===== src/rti_div.sv =====
`timescale 1ns / 1ps
`default_nettype none
// ----------------------------------------------------------------------------
// rti_div
// Pipelined restoring divider, one quotient bit per stage. The caller keeps
// the quotient below 2**Q_W. Side data travels alongside.
// ----------------------------------------------------------------------------
module rti_div #(
  parameter int NUM_W = 64,
  parameter int DEN_W = 32,
  parameter int Q_W   = 16,
  parameter int SB_W  = 1
) (
  input  logic             clk,
  input  logic             rst_n,
  input  logic             in_vld,
  input  logic [NUM_W-1:0] num,
  input  logic [DEN_W-1:0] den,
  input  logic [SB_W-1:0]  sb_in,
  output logic             out_vld,
  output logic [Q_W-1:0]   quo,
  output logic [SB_W-1:0]  sb_out
);

  localparam int W = (NUM_W > DEN_W + Q_W) ? NUM_W : DEN_W + Q_W;

  logic             vld_r [Q_W];
  logic [W-1:0]     rem_r [Q_W];
  logic [Q_W-1:0]   quo_r [Q_W];
  logic [DEN_W-1:0] den_r [Q_W];
  logic [SB_W-1:0]  sb_r  [Q_W];

  genvar j;
  for (j = 0; j < Q_W; j++) begin : g_stage
    localparam int B = Q_W - 1 - j;
    logic             vld_in;
    logic [W-1:0]     rem_in;
    logic [Q_W-1:0]   quo_in;
    logic [DEN_W-1:0] den_in;
    logic [SB_W-1:0]  sb_stage;
    logic [W-1:0]     trial;
    logic [W-1:0]     rem_nxt;
    logic [Q_W-1:0]   quo_nxt;

    if (j == 0) begin : g_first
      assign vld_in   = in_vld;
      assign rem_in   = W'(num);
      assign quo_in   = '0;
      assign den_in   = den;
      assign sb_stage = sb_in;
    end else begin : g_next
      assign vld_in   = vld_r[j-1];
      assign rem_in   = rem_r[j-1];
      assign quo_in   = quo_r[j-1];
      assign den_in   = den_r[j-1];
      assign sb_stage = sb_r[j-1];
    end

    always_comb begin
      trial   = W'(den_in) << B;
      rem_nxt = rem_in;
      quo_nxt = quo_in;
      if (rem_in >= trial) begin
        rem_nxt    = rem_in - trial;
        quo_nxt[B] = 1'b1;
      end
    end

    always_ff @(posedge clk) begin
      if (!rst_n) begin
        vld_r[j] <= 1'b0;
      end else begin
        vld_r[j] <= vld_in;
      end
      rem_r[j] <= rem_nxt;
      quo_r[j] <= quo_nxt;
      den_r[j] <= den_in;
      sb_r[j]  <= sb_stage;
    end
  end

  assign out_vld = vld_r[Q_W-1];
  assign quo     = quo_r[Q_W-1];
  assign sb_out  = sb_r[Q_W-1];

endmodule
`default_nettype wire


===== config.mk =====
export PLATFORM = sky130hd
export DESIGN_NAME = rti_div
export DESIGN_NICKNAME = d
export VERILOG_FILES = /design/src/rti_div.sv
export SDC_FILE = /design/constraint.sdc
export NUM_CORES = 2
export LEC_CHECK = 0
export BUFFER_PORTS_ARGS = -buffer_cell sky130_fd_sc_hd__buf_4
export CAP_MARGIN = 30
export CORE_ASPECT_RATIO = 0.75
export CORE_MARGIN = 10
export CORE_UTILIZATION = 25
export CTS_BUF_LIST = sky130_fd_sc_hd__clkbuf_8
export CTS_CLUSTER_DIAMETER = 80
export DETAILED_ROUTE_END_ITERATION = 8
export MAX_ROUTING_LAYER = met4
export RECOVER_POWER = 50
export SYNTH_ARGS = -nofsm -noshare
export SYNTH_HDL_FRONTEND = slang
export SYNTH_SLANG_ARGS = --single-unit

===== constraint.sdc =====
create_clock -name clk -period 5.1 [get_ports clk]
set_input_delay 0.51 -clock clk [delete_from_list [all_inputs] [get_ports clk]]
set_output_delay 0.51 -clock clk [all_outputs]
set_load 0.005 [all_outputs]

==> run summary <==
The effective utilization at floorplan was 0.251. In the routed layout, each cell is associated on average with a via count of 4.47. The detailed-placement wirelength estimate is 141000 µm.

The simple-gate portion of the synthesized area was 0.163; the number of distinct library cells after synthesis was 89. The number of global-route vias before repair is 54600. In this run the worst hold path is classified as in2reg. Entering global routing, the biggest net connects 63 pins.

Top flip-flop cell by instance count after synthesis: sky130_fd_sc_hd__dfxtp_1. Type of destination of the critical path: a flop. Dividing total power by cell area gives a power density of 596 nW/µm². The run finished with clean final reports.

The post-synthesis share of cell area spent on xor and xnor gates is 0.0894. The share of layout cells above drive strength 1 was 0.0712; the die area was 320000 µm². The logs give 1608 for the clock net sink count and 0 for the overall overflow remaining after global route. The placeable core area is 296000 µm², and the leakage power figure is 0.0368 µW. Yosys mapped a number of flops with a built-in enable equal to 0.

During synthesis, Yosys emitted a total of 0 warnings. The adder-cell area share of the yosys netlist is 0.0903, and the overall routed net length is 182000 µm. The post-layout net count is 9194.

Clock-pin slew was measured on the worst setup and hold paths at 0.07 ns. The critical path is of the in2reg type. For this block, the initial DRC count from the detailed router was 3928.

In the final routed layout, each cell accounts on average for 14.4 µm. Setup repair after global routing left no endpoint under its margin. The width of the chip is 649 µm, and the number of clock buffers inserted by TritonCTS is 238. TritonCTS built the clock tree. The tools report the clock root buffer as sky130_fd_sc_hd__clkbuf_8. Setup violations remaining at the end of the flow were counted as 0.

After synthesis, the largest family of logic cells by area is compound AO/OA/AOI/OAI gates. The async set or reset register ratio after synthesis came out at 0. The share of the cycle needed by the critical path after routing is 0.896. The floorplan has 173 rows.

In this run the remaining antenna-violating nets after routing total 0. The sequential-to-total area share from yosys stat was 0.433. Final weighted congestion of routability-driven global placement: 0.904.

Cell total after placement: 12200. The tools report the total routing resource utilization after global routing as 0.111. The tool flagged a number of max-cap violations equal to 0. The tools report the number of antenna violations at the first check in global routing as 1. The post-layout utilization of the core was 0.289.

In the post-synthesis netlist, the biggest area contributors are sky130_fd_sc_hd__dfxtp_1 43%, sky130_fd_sc_hd__ha_1 8.6%, sky130_fd_sc_hd__a21oi_1 5.0%. sky130_fd_sc_hd__dfxtp_1 takes more of the synthesized area than any other cell. VDD sags by at most 0.263 mV. The post-route DRC violation count is 0, and the area share of the leading cell type in the synthesized netlist is 0.433. The required time reported for the critical path endpoint came out at 5.96 ns. The wire length of the first global-routing pass was 291000 µm; the mean instance size in the synthesized netlist was 8.94 µm². Across the routed clock network, the largest skew measured is 0.101 ns.

The number of max-slew violations in the final report came out at 0. The number of hold-slack violations in the final timing report was 0; the largest buffer count on any clock path was 4. The number of buffers inserted by port buffering works out to 117. In the synthesized netlist, the cells that appear most often are 1608 x sky130_fd_sc_hd__dfxtp_1, 739 x sky130_fd_sc_hd__a21oi_1, 663 x sky130_fd_sc_hd__nor2_1.

The portion of netlist area occupied by mux cells is 0.0128. The area fraction in compound gates after synthesis was 0.165; the clock insertion delay at the later pin of the skew report was 1.03 ns. Leaving out filler cells and counting taps, the final layout contains 12700. The actual transition at the worst max-transition pin is 1.21 ns. At the worst endpoint, the arrival time is 5.43 ns. The headroom to the max-slew limit is 0.196, and the clock period minus worst slack is 4.57 ns. 118 I/O pins were placed. Startpoint kind of the worst setup timing path: a primary input. The CTS H-tree depth is 4. From synthesis to final layout, the design area changed by 15.0%. The routed layout has 56800 vias. The die span in y is 492 µm. The setup slack of the most critical reg-to-reg path is 0.70 ns, and the critical-path maximum fanout is 10.

The tools report the total standard cell area after synthesis as 74300 µm². Summed over all failing endpoints, the final setup total negative slack is 0 ns. Timing would allow up to 219 MHz. In this run, synthesis produced a sequential element count of 1608. When the netlist entered floorplanning its net count stood at 8935. The tools report the number of instances in the synthesized netlist as 8308. The most common cell in the netlist is sky130_fd_sc_hd__dfxtp_1. Total iterations of the first detailed-routing run: 6.
-- cell families (layout without fill, tap and decap cells) --
family          after synthesis  after routing
simple gates               2448           2448
xor+xnor                    758            758
compound gates             1979           1979
flops                      1608           1608
fa+ha+maj                   527            527
other cells                   0              1
buf+inv                     903           1341
mux                          85             85
-- worst max-delay path, cell delays in order --
cell	delay, ns
sky130_fd_sc_hd__dlygate4sd3_1	0.53
sky130_fd_sc_hd__clkbuf_1	0.13
sky130_fd_sc_hd__inv_1	0.05
sky130_fd_sc_hd__ha_1	0.34
sky130_fd_sc_hd__a211oi_1	0.38
sky130_fd_sc_hd__o211ai_1	0.14
sky130_fd_sc_hd__o21ai_0	0.44
sky130_fd_sc_hd__o21bai_1	0.23
sky130_fd_sc_hd__nand2_1	0.15
sky130_fd_sc_hd__nand4_1	0.23
sky130_fd_sc_hd__a211oi_1	0.92
sky130_fd_sc_hd__inv_1	0.28
sky130_fd_sc_hd__o311ai_0	0.23
sky130_fd_sc_hd__nor3_1	0.14
sky130_fd_sc_hd__xor2_1	0.16
sky130_fd_sc_hd__dlygate4sd3_1	0.56
-- stage by stage --
stage               cell area [µm²]  setup slack (ns)  total power, µW  hold WS, ns
floorplan                     74300              1.50            34500        0.310
global placement              79500             0.801            39700        0.310
detailed placement            79500             0.701            39700        0.312
CTS                           85600             0.707            51100       0.0986
global route                  85400             0.282            54800        0.152
finish                        85400             0.529            50900        0.215
-- cell type report --
class                   count  area, µm²
diodes                      1       2.50
clock buffers             298       4100
clock inverters           121        957
fillers                 31200     210000
inverters                 655       2460
multi-input cells        5797      38700
flip-flops and latches   1608      32200
well taps                3937       4930
repair buffers            267       2110
-- path summary, 6_finish.rpt --
| path | depth (start not counted) | from | to |
|---|---|---|---|
| max | 16 | den[2] | rem_r[0][61] |
| max reg2reg | 13 | den_r[0][181] | rem_r[0][444] |
| min | 2 | den[6] | den_r[0][6] |
| min reg2reg | 0 | quo_r[4][25] | quo_r[5][9] |
-- flip-flops by register name, indices dropped and copies added (netlist names) --
signal / cells
rem_r: 960
den_r: 480
quo_r: 136
sb_r: 16
vld_r: 16
-- routing by layer --
layer,GRT usage,share of wire,up-vias
li1,-,-,29500
met1,0.164,0.54,25300
met2,0.150,0.38,1541
met3,0.0175,0.049,401
met4,0.0402,0.037,0
met5,-,0,-
-- placed cells by master (no fill, tap or decap), types with 24 or more instances in the layout --
master,instances
sky130_fd_sc_hd__a211oi_1,50
sky130_fd_sc_hd__a21boi_0,25
sky130_fd_sc_hd__a21o_1,289
sky130_fd_sc_hd__a21oi_1,737
sky130_fd_sc_hd__a31oi_1,58
sky130_fd_sc_hd__and2_1,34
sky130_fd_sc_hd__and3_1,65
sky130_fd_sc_hd__buf_4,82
sky130_fd_sc_hd__clkbuf_1,48
sky130_fd_sc_hd__clkbuf_8,298
sky130_fd_sc_hd__clkinv_2,40
sky130_fd_sc_hd__dfxtp_1,1608
sky130_fd_sc_hd__dlygate4sd3_1,111
sky130_fd_sc_hd__ha_1,512
sky130_fd_sc_hd__inv_1,701
sky130_fd_sc_hd__mux2_2,76
sky130_fd_sc_hd__nand2_1,598
sky130_fd_sc_hd__nand2b_1,83
sky130_fd_sc_hd__nand3_1,165
sky130_fd_sc_hd__nand3b_1,24
sky130_fd_sc_hd__nand4_1,137
sky130_fd_sc_hd__nor2_1,663
sky130_fd_sc_hd__nor2b_1,82
sky130_fd_sc_hd__nor3_1,180
sky130_fd_sc_hd__nor4_1,136
sky130_fd_sc_hd__nor4b_1,25
sky130_fd_sc_hd__o211ai_1,32
sky130_fd_sc_hd__o21a_1,60
sky130_fd_sc_hd__o21ai_0,410
sky130_fd_sc_hd__o21bai_1,68
sky130_fd_sc_hd__o31ai_1,42
sky130_fd_sc_hd__or2_2,29
sky130_fd_sc_hd__or3_1,74
sky130_fd_sc_hd__or4_1,63
sky130_fd_sc_hd__xnor2_1,401
sky130_fd_sc_hd__xor2_1,357
-- where the power goes --
part           leakage [µW]  switching, µW  internal [µW]
sequential           0.0135           2520          15800
combinational        0.0204          12100           9500
clock               0.00280           5040           5980
-- what timing repair did --
item                       4_1_cts  5_1_grt
setup buffers                    0        0
hold buffers                   111        0
gates resized for setup          0        0
hold endpoints to repair       113        0
setup endpoints to repair        0        0
Power figures use the tool's default switching activity.
